### src/hw/rtl/ssf_pkg.sv
`default_nettype none
package ssf_pkg;

  localparam int WORD_BUFFER_DEPTH = 6;
  localparam int WORD_MAX = 8;
  localparam int WLEN_W = $clog2(WORD_MAX + 1);
  localparam int CFG_W = 2;
  localparam int CMD_DEPTH = 4;
  localparam int PREFIX_LEN = 18;
  localparam int PIDX_W = $clog2(PREFIX_LEN);
  localparam int STOP_COUNT = 13;
  localparam int COURTESY_COUNT = 6;
  localparam int STOP_MAX_LEN = 6;

  localparam logic [7:0] CHAR_SPACE = 8'h20;

  typedef enum logic [0:0] {
    REG_FILTER_ENABLE = 1'b0,
    REG_STRIP_LEVEL   = 1'b1
  } reg_index_t;

  typedef struct packed {
    logic [7:0] in_byte;
    logic       message_end;
  } in_word_t;

  typedef struct packed {
    logic [7:0] out_byte;
    logic       byte_valid;
    logic       is_last;
  } out_word_t;

  typedef logic [WORD_MAX-1:0][7:0] word_arr_t;

  typedef struct packed {
    logic              prefix;
    logic              space;
    word_arr_t         chars;
    logic [WLEN_W-1:0] wlen;
    logic              has_byte;
    logic [7:0]        data;
    logic              last;
  } cmd_t;

  localparam logic [PREFIX_LEN*8-1:0] PREFIX_TEXT = "[Max Mode Active] ";

  localparam logic [STOP_MAX_LEN*8-1:0] STOP_TEXT [STOP_COUNT] = '{
    "please", "hello", "hi", "thanks", "thank", "you",
    "of", "to", "for", "with", "on", "at", "in"
  };

  localparam logic [WLEN_W-1:0] STOP_LEN [STOP_COUNT] = '{
    WLEN_W'(6), WLEN_W'(5), WLEN_W'(2), WLEN_W'(6), WLEN_W'(5), WLEN_W'(3),
    WLEN_W'(2), WLEN_W'(2), WLEN_W'(3), WLEN_W'(4), WLEN_W'(2), WLEN_W'(2),
    WLEN_W'(2)
  };

  function automatic logic [7:0] fold_lower(input logic [7:0] c);
    if (c >= 8'h41 && c <= 8'h5a) begin
      return c + 8'd32;
    end
    return c;
  endfunction

  function automatic logic is_blank(input logic [7:0] c);
    return (c >= 8'd9 && c <= 8'd13) || c == CHAR_SPACE;
  endfunction

  function automatic logic [7:0] prefix_char(input logic [PIDX_W-1:0] e);
    int pos;
    pos = 8 * (PREFIX_LEN - 1 - int'(e));
    return PREFIX_TEXT[pos +: 8];
  endfunction

  // parallel compare of the word against every active stopword
  function automatic logic is_stop(input word_arr_t w, input logic [WLEN_W-1:0] n,
                                   input logic [1:0] level);
    logic hit;
    logic same;
    int   limit;
    int   pos;
    hit = 1'b0;
    limit = (level == 2'd0) ? COURTESY_COUNT : STOP_COUNT;
    for (int i = 0; i < STOP_COUNT; i++) begin
      if (i < limit && STOP_LEN[i] == n) begin
        same = 1'b1;
        for (int k = 0; k < STOP_MAX_LEN; k++) begin
          if (k < int'(STOP_LEN[i])) begin
            pos = 8 * (int'(STOP_LEN[i]) - 1 - k);
            if (fold_lower(w[k]) != STOP_TEXT[i][pos +: 8]) begin
              same = 1'b0;
            end
          end
        end
        if (same) begin
          hit = 1'b1;
        end
      end
    end
    return hit;
  endfunction

endpackage
`default_nettype wire

### src/hw/rtl/ssf_front.sv
`default_nettype none
module ssf_front #(
  parameter int DEPTH = ssf_pkg::WORD_BUFFER_DEPTH
) (
  input  wire logic                       clk,
  input  wire logic                       rst,
  input  wire logic                       take,
  input  wire ssf_pkg::in_word_t          in_word,
  input  wire logic                       cfg_we,
  input  wire logic                       cfg_index,
  input  wire logic [ssf_pkg::CFG_W-1:0]  cfg_data,
  output logic                            cmd_push,
  output ssf_pkg::cmd_t                   cmd
);
  import ssf_pkg::*;

  localparam int LW = $clog2(DEPTH + 1);
  localparam int IW = $clog2(DEPTH);

  logic [7:0]    chars [DEPTH];
  logic [LW-1:0] len, len_next;
  logic          passing, passing_next;
  logic          emitted, emitted_next;
  logic          at_start, at_start_next;
  logic          enable;
  logic [1:0]    level;

  word_arr_t         cur_w, new_w, end_w;
  logic [LW-1:0]     new_len;
  logic [WLEN_W-1:0] end_len;
  logic [7:0]        b;
  logic              last, blank, can_store, end_emit, store;

  for (genvar g = 0; g < WORD_MAX; g++) begin : g_cur
    if (g < DEPTH) begin : g_used
      assign cur_w[g] = chars[g];
    end else begin : g_pad
      assign cur_w[g] = 8'h00;
    end
  end

  always_comb begin
    b         = in_word.in_byte;
    last      = in_word.message_end;
    blank     = is_blank(b);
    can_store = !passing && (len < LW'(DEPTH));
    new_len   = len + LW'(1);
    new_w     = cur_w;
    for (int k = 0; k < WORD_MAX; k++) begin
      if (LW'(k) == len) begin
        new_w[k] = b;
      end
    end
    end_w    = blank ? cur_w : new_w;
    end_len  = blank ? WLEN_W'(len) : WLEN_W'(new_len);
    end_emit = (blank ? !passing : (can_store && last)) && (end_len != '0)
               && !is_stop(end_w, end_len, level);
    store    = enable && !blank && can_store;

    cmd           = '0;
    cmd.chars     = end_w;
    cmd.data      = b;
    cmd.last      = last;
    len_next      = len;
    passing_next  = passing;
    emitted_next  = emitted;
    at_start_next = 1'b0;

    if (!enable) begin
      cmd.has_byte = 1'b1;
      len_next     = '0;
      passing_next = 1'b0;
      emitted_next = 1'b1;
    end else begin
      cmd.prefix = at_start && level[1];
      if (end_emit) begin
        cmd.space    = emitted;
        cmd.wlen     = end_len;
        emitted_next = 1'b1;
      end
      if (blank) begin
        len_next     = '0;
        passing_next = 1'b0;
      end else if (passing) begin
        cmd.has_byte = 1'b1;
      end else if (can_store) begin
        len_next = new_len;
      end else begin
        // word outgrows the buffer: flush it and stream the rest
        cmd.space    = emitted;
        cmd.wlen     = WLEN_W'(DEPTH);
        cmd.has_byte = 1'b1;
        emitted_next = 1'b1;
        passing_next = 1'b1;
        len_next     = '0;
      end
    end

    if (last) begin
      len_next      = '0;
      passing_next  = 1'b0;
      emitted_next  = 1'b0;
      at_start_next = 1'b1;
    end

    cmd_push = take && (cmd.prefix || (cmd.wlen != '0) || cmd.has_byte || last);
  end

  always_ff @(posedge clk) begin
    if (rst) begin
      len      <= '0;
      passing  <= 1'b0;
      emitted  <= 1'b0;
      at_start <= 1'b1;
      enable   <= 1'b1;
      level    <= 2'd0;
    end else begin
      if (take) begin
        len      <= len_next;
        passing  <= passing_next;
        emitted  <= emitted_next;
        at_start <= at_start_next;
      end
      if (cfg_we) begin
        unique case (reg_index_t'(cfg_index))
          REG_FILTER_ENABLE: enable <= cfg_data[0];
          REG_STRIP_LEVEL:   level  <= cfg_data[1:0];
          default:           ;
        endcase
      end
    end
  end

  always_ff @(posedge clk) begin
    if (take && store) begin
      chars[len[IW-1:0]] <= b;
    end
  end

endmodule
`default_nettype wire

### src/hw/rtl/ssf_cmd_fifo.sv
`default_nettype none
module ssf_cmd_fifo #(
  parameter int DEPTH = ssf_pkg::CMD_DEPTH
) (
  input  wire logic          clk,
  input  wire logic          rst,
  input  wire logic          push,
  input  wire ssf_pkg::cmd_t push_data,
  output logic               full,
  input  wire logic          pop,
  output ssf_pkg::cmd_t      head,
  output logic               empty
);
  import ssf_pkg::*;

  localparam int AW = $clog2(DEPTH);

  cmd_t        mem [DEPTH];
  logic [AW:0] wr_ptr, rd_ptr;

  assign empty = (wr_ptr == rd_ptr);
  assign full  = (wr_ptr[AW-1:0] == rd_ptr[AW-1:0]) && (wr_ptr[AW] != rd_ptr[AW]);
  assign head  = mem[rd_ptr[AW-1:0]];

  always_ff @(posedge clk) begin
    if (rst) begin
      wr_ptr <= '0;
      rd_ptr <= '0;
    end else begin
      if (push && !full) begin
        wr_ptr <= wr_ptr + (AW+1)'(1);
      end
      if (pop && !empty) begin
        rd_ptr <= rd_ptr + (AW+1)'(1);
      end
    end
  end

  always_ff @(posedge clk) begin
    if (push && !full) begin
      mem[wr_ptr[AW-1:0]] <= push_data;
    end
  end

endmodule
`default_nettype wire

### src/hw/rtl/ssf_back.sv
`default_nettype none
module ssf_back (
  input  wire logic              clk,
  input  wire logic              rst,
  input  wire ssf_pkg::cmd_t     head,
  input  wire logic              cmd_empty,
  output logic                   cmd_pop,
  output ssf_pkg::out_word_t     out_word,
  output logic                   empty,
  input  wire logic              pop
);
  import ssf_pkg::*;

  localparam int WI = $clog2(WORD_MAX);

  typedef enum logic [2:0] {
    SEC_PREFIX,
    SEC_SPACE,
    SEC_WORD,
    SEC_BYTE,
    SEC_MARK
  } sec_t;

  logic [PIDX_W-1:0] idx;
  logic              pdone, sdone, wdone, bdone;
  logic              out_valid;
  logic              need_p, need_s, need_w, need_b;
  logic              advance, sec_end, rest, final_elem, valid_bit;
  logic [7:0]        ch;
  sec_t              sec;

  always_comb begin
    need_p = head.prefix && !pdone;
    need_s = head.space && !sdone;
    need_w = (head.wlen != '0) && !wdone;
    need_b = head.has_byte && !bdone;
    if (need_p) begin
      sec = SEC_PREFIX;
    end else if (need_s) begin
      sec = SEC_SPACE;
    end else if (need_w) begin
      sec = SEC_WORD;
    end else if (need_b) begin
      sec = SEC_BYTE;
    end else begin
      sec = SEC_MARK;
    end

    valid_bit = 1'b1;
    unique case (sec)
      SEC_PREFIX: begin
        ch      = prefix_char(idx);
        sec_end = (idx == PIDX_W'(PREFIX_LEN - 1));
        rest    = need_s || need_w || need_b;
      end
      SEC_SPACE: begin
        ch      = CHAR_SPACE;
        sec_end = 1'b1;
        rest    = need_w || need_b;
      end
      SEC_WORD: begin
        ch      = head.chars[idx[WI-1:0]];
        sec_end = ((idx + PIDX_W'(1)) == PIDX_W'(head.wlen));
        rest    = need_b;
      end
      SEC_BYTE: begin
        ch      = head.data;
        sec_end = 1'b1;
        rest    = 1'b0;
      end
      default: begin
        ch        = 8'h00;
        valid_bit = 1'b0;
        sec_end   = 1'b1;
        rest      = 1'b0;
      end
    endcase

    final_elem = sec_end && !rest;
    advance    = !cmd_empty && (!out_valid || pop);
    cmd_pop    = advance && final_elem;
  end

  assign empty = !out_valid;

  always_ff @(posedge clk) begin
    if (rst) begin
      out_valid <= 1'b0;
      idx       <= '0;
      pdone     <= 1'b0;
      sdone     <= 1'b0;
      wdone     <= 1'b0;
      bdone     <= 1'b0;
    end else if (advance) begin
      out_valid <= 1'b1;
      if (final_elem) begin
        idx   <= '0;
        pdone <= 1'b0;
        sdone <= 1'b0;
        wdone <= 1'b0;
        bdone <= 1'b0;
      end else if (sec_end) begin
        idx <= '0;
        unique case (sec)
          SEC_PREFIX: pdone <= 1'b1;
          SEC_SPACE:  sdone <= 1'b1;
          SEC_WORD:   wdone <= 1'b1;
          default:    bdone <= 1'b1;
        endcase
      end else begin
        idx <= idx + PIDX_W'(1);
      end
    end else if (pop) begin
      out_valid <= 1'b0;
    end
  end

  always_ff @(posedge clk) begin
    if (advance) begin
      out_word.out_byte   <= ch;
      out_word.byte_valid <= valid_bit;
      out_word.is_last    <= head.last && final_elem;
    end
  end

endmodule
`default_nettype wire

### src/hw/rtl/stopword_strip_filter.sv
// path: an accepted input word becomes a queued command, which the back end expands into registered result words
// throughput: one input word per cycle while full is low, and one result word per cycle
// while the consumer pops; a word causes zero to nineteen results, which the back end
// drains from a four-entry command queue, so full rises once four commands are pending
// reset: synchronous on rst; queues empty, filter enabled, strip level 0
`default_nettype none
module stopword_strip_filter #(
  parameter int WORD_BUFFER_DEPTH = ssf_pkg::WORD_BUFFER_DEPTH,
  parameter int CMD_DEPTH         = ssf_pkg::CMD_DEPTH
) (
  input  wire logic                      clk,
  input  wire logic                      rst,
  input  wire logic                      push,
  output logic                           full,
  input  wire ssf_pkg::in_word_t         in_word,
  output logic                           empty,
  input  wire logic                      pop,
  output ssf_pkg::out_word_t             out_word,
  input  wire logic                      cfg_we,
  input  wire logic                      cfg_index,
  input  wire logic [ssf_pkg::CFG_W-1:0] cfg_data
);
  import ssf_pkg::*;

  logic cmd_push, cmd_pop, cmd_empty, take;
  cmd_t cmd_in, cmd_head;

  assign take = push && !full;

  ssf_front #(
    .DEPTH (WORD_BUFFER_DEPTH)
  ) u_front (
    .clk       (clk),
    .rst       (rst),
    .take      (take),
    .in_word   (in_word),
    .cfg_we    (cfg_we),
    .cfg_index (cfg_index),
    .cfg_data  (cfg_data),
    .cmd_push  (cmd_push),
    .cmd       (cmd_in)
  );

  ssf_cmd_fifo #(
    .DEPTH (CMD_DEPTH)
  ) u_fifo (
    .clk       (clk),
    .rst       (rst),
    .push      (cmd_push),
    .push_data (cmd_in),
    .full      (full),
    .pop       (cmd_pop),
    .head      (cmd_head),
    .empty     (cmd_empty)
  );

  ssf_back u_back (
    .clk       (clk),
    .rst       (rst),
    .head      (cmd_head),
    .cmd_empty (cmd_empty),
    .cmd_pop   (cmd_pop),
    .out_word  (out_word),
    .empty     (empty),
    .pop       (pop)
  );

endmodule
`default_nettype wire
### config.mk
export PLATFORM = sky130hd
export DESIGN_NAME = stopword_strip_filter
export DESIGN_NICKNAME = d
export VERILOG_FILES = /design/src/hw/rtl/ssf_pkg.sv /design/src/hw/rtl/ssf_front.sv /design/src/hw/rtl/ssf_cmd_fifo.sv /design/src/hw/rtl/ssf_back.sv /design/src/hw/rtl/stopword_strip_filter.sv
export SDC_FILE = /design/constraint.sdc
export NUM_CORES = 1
export LEC_CHECK = 0
export BUFFER_PORTS_ARGS = -buffer_cell sky130_fd_sc_hd__clkbuf_2
export CAP_MARGIN = 30
export CORE_ASPECT_RATIO = 0.5
export CORE_MARGIN = 2
export CORE_UTILIZATION = 60
export DETAILED_ROUTE_END_ITERATION = 6
export GPL_TIMING_DRIVEN = 0
export PLACE_DENSITY = 0.77
export SLEW_MARGIN = 25
export SYNTH_ARGS = -nofsm -noshare
export SYNTH_HDL_FRONTEND = slang
export SYNTH_SLANG_ARGS = --single-unit
### constraint.sdc
create_clock -name clk -period 23 [get_ports clk]
set_input_delay 1.15 -clock clk [delete_from_list [all_inputs] [get_ports clk]]
set_output_delay 1.15 -clock clk [all_outputs]
set_load 0.02 [all_outputs]
==> flow_metrics.tcl <==
set metrics [dict create \
    vias 12000 \
    end_kind "flip-flop" \
    grt_util_met3_pct 11.25 \
    slowest_delay_ns 0.64 \
    chipWidth_um 252 \
    rr_endpoint "u_fifo.mem[1][74]" \
    ys.flop_type "edfxtp_1" \
    wl_per_cell_um 31.72 \
    clkTransAtPathRegs_ns 0.06 \
    cp.required_ns 23.25 \
    fin_nets 1336 \
    drc 0 \
    clk_latency_ns 0.54 \
    wl_um 54680 \
    io_pins 29 \
    port_buffers 28 \
    cts_hold_buf 0 \
    synth.most_common_cell "edfxtp_1" \
    crit_type "in2reg" \
    crit_buf_inv 5 \
    path_cells "clkbuf_2 > buf_6 > nor3_1 > o221ai_2 > o21ai_2 > buf_2 > clkbuf_1 > nand2_1 > nand2_1 > ha_1 > xnor2_1 > nor3_1 > a211o_1 > a211oi_2 > o211ai_1 > nor4_1 > a21oi_1 > nand3_2 > o31ai_4 > and2_4 > buf_16" \
    dp.final_hpwl_um 38280 \
    p_leak_uw 0.006726 \
    period_share_pct 31.12 \
    grt_overflow_total 0 \
    cts-buffers-inserted 36 \
    grt.met2_usage_pct 51.21 \
    cts_max_path_buffers 3 \
    ys_ff_latch 401 \
    ys_warn_count 0 \
    slew_headroom_pct 30.73 \
    synth.net_count 1253 \
    slew_violations 0 \
    async_flop_share_pct 0 \
    tightest_slew_ns 1.023 \
    core_mm2 0.03029 \
    drtAntennaViolNets 0 \
    setup.worst_path.start "in_word[8]" \
    whs_ns 0.4608 \
    synth_cells 1216 \
    area_growth_pct 11.15 \
    met1_usage_pct 51.04 \
    p_per_area_mw_per_mm2 88.14 \
    rows 45 \
    final_layout_size_suffix_gt1_share_pct 20.75 \
    ctsResizeCount 0 \
    synth_top_area_share_pct 60.87 \
    start_kind "input pin" \
    cp.arrival_ns 7.40 \
    ir_worst_vdd_mv 0.06761 \
    initial_core_util_pct 60.91 \
    avgSynthCellArea_um2 15.17 \
    ff2ff_path_depth 21 \
    diodes 0 \
    track_usage_pct 34.58 \
    path_max_fanout 45 \
    cts-root-buf "clkbuf_16" \
    max_cap_viol_count 0 \
    antenna_found_initial 0 \
    grt_max_degree 46 \
    dieArea_mm2 0.03226 \
    final_core_util_pct 67.71 \
    critPathSlowestCell "a211oi_2" \
    synth_top_cell_by_area "edfxtp_1" \
    finalSetupTns_ns 0 \
    endpoint "u_fifo.mem[1][74]" \
    busiest_layer "met2" \
    status "finished, final reports clean" \
    cts_sinks 401 \
    cts_setup_buffers 0 \
    first_iter_violations 1872 \
    synthTopCellsByCount "edfxtp_1 (374), nand2_1 (108), mux4_2 (95)" \
    firstDrtPassIters 6 \
    hold_path_class "reg2reg" \
    hold_viol_final 0 \
    fmax_ghz 0.1397 \
    cp.depth 21 \
    grt_pass1_vias 11640 \
    viasPerCell 6.959 \
    fin_skew_ns 0.02521 \
    rrSetupSlack_ns 16.24 \
    setup_viol 0 \
    path_delay_family "compound AO/OA/AOI/OAI gates" \
    ys_seq_area_share_pct 63.80 \
    grt_pass1_wl_um 78850 \
    cts_tree "built" \
    dieHeight_um 128 \
    rsz0062_at_grt "no" \
    htree_levels 2 \
    synth_area_mm2 0.01845 \
    finalCriticalPeriod_ns 7.158 \
    gp_congestion 0.9777 \
    yosys-top-cells-area "edfxtp_1 (61%), mux4_2 (12%), dfxtp_1 (2.9%)" \
    r2r_start "u_front.len[1]" \
    synth_edf_count 374 \
    yosysUniqueCellTypes 98 \
]
==> worst reg2reg max path: stages (launching register included) <==
cell and delay (ns):
dfxtp_1 0.35, clkbuf_1 0.37, inv_1 0.18, ha_1 0.33
nor2b_1 0.24, o21ai_2 0.11, buf_2 0.30, clkbuf_1 0.42
nand2_1 0.12, nand2_1 0.34, ha_1 0.35, xnor2_1 0.15
nor3_1 0.06, a211o_1 0.30, a211oi_2 0.64, o211ai_1 0.33
nor4_1 0.51, a21oi_1 0.20, nand3_2 0.26, o31ai_4 0.16
and2_4 0.35, buf_16 0.38
==> cells by family (layout without fill, tap and decap cells) <==
family                     after synthesis  in the layout  share of synthesized area (%)
buffers and inverters                   98            207                          2.265
DFF                                    401            401                          63.80
adders and majority gates               20             20                          1.356
muxes                                  137            137                          14.15
and+or+nand+nor                        349            349                          9.724
xor gates and xnor gates                21             21                         0.9968
AOI/OAI and AO/OA                      190            190                          7.717
==> where the power goes <==
part           switching, uW  internal [uW]  total (uW)
sequential              18.1            851         869
clock                    267            329         595
combinational            212            131         343
==> per-stage QoR <==
step	total power, uW	instances	cell area (um^2)	worst slack (ns)
2_1_floorplan	1096	1216	18450	14.70
3_3_place_gp	1207	1643	19090	10.29
3_5_place_dp	1217	1655	19310	15.58
4_1_cts	1802	1719	20450	16.10
5_1_grt	1863	1724	20510	15.70
6_report	1808	1724	20510	15.84
==> worst min path at each step <==
stage | from | end | slack, ns | depth (start not counted)
floorplan | u_back.sdone | u_back.sdone | 0.43 | 2
CTS | u_back.pdone | u_back.pdone | 0.46 | 2
detailed placement | u_back.pdone | u_back.pdone | 0.45 | 2
global placement | u_back.sdone | u_back.sdone | 0.44 | 2
global route | u_back.pdone | u_back.pdone | 0.51 | 2
finish | u_back.pdone | u_back.pdone | 0.46 | 2
==> layout make-up <==
type / count / area, um^2
multi-input combinational: 717 / 6289
sequential: 401 / 11770
buffer: 69 / 310.3
timing repair buffer: 45 / 387.9
fill: 2013 / 9782
inverter: 29 / 111.4
clock buffer: 44 / 940.9
tap: 399 / 499.2
clock inverter: 20 / 200.2
==> per-layer routing <==
metal	routed length [um]	vias to the layer above	share of wire (%)
met4	857	0	1.6
met3	7202	83	13
met5	0	-	0
met2	23970	795	44
met1	22650	6115	41
li1	-	5004	-
==> placed cells by master, fill, tap and decap left out, drive strengths merged, types with 14 or more instances in the layout <==
master,count
a21oi,45
a31oi,14
and2,14
buf,42
clkbuf,116
dfxtp,27
edfxtp,374
ha,20
inv,32
mux2,24
mux2i,18
mux4,95
nand2,109
nand3,29
nor2,67
nor2b,17
nor3,25
o21ai,36
==> registers in the layout (all words and copies together), names as in the netlist, 2 cells and up, named ones only <==
| name | cells |
|---|---|
| u_fifo.mem | 316 |
| u_front.chars | 48 |
| u_back.out_word | 10 |
| u_back.idx | 5 |
| u_fifo.rd_ptr | 3 |
| u_fifo.wr_ptr | 3 |
| u_front.len | 3 |
| u_front.level | 2 |
Note: power is estimated with default switching activity, not from simulation.
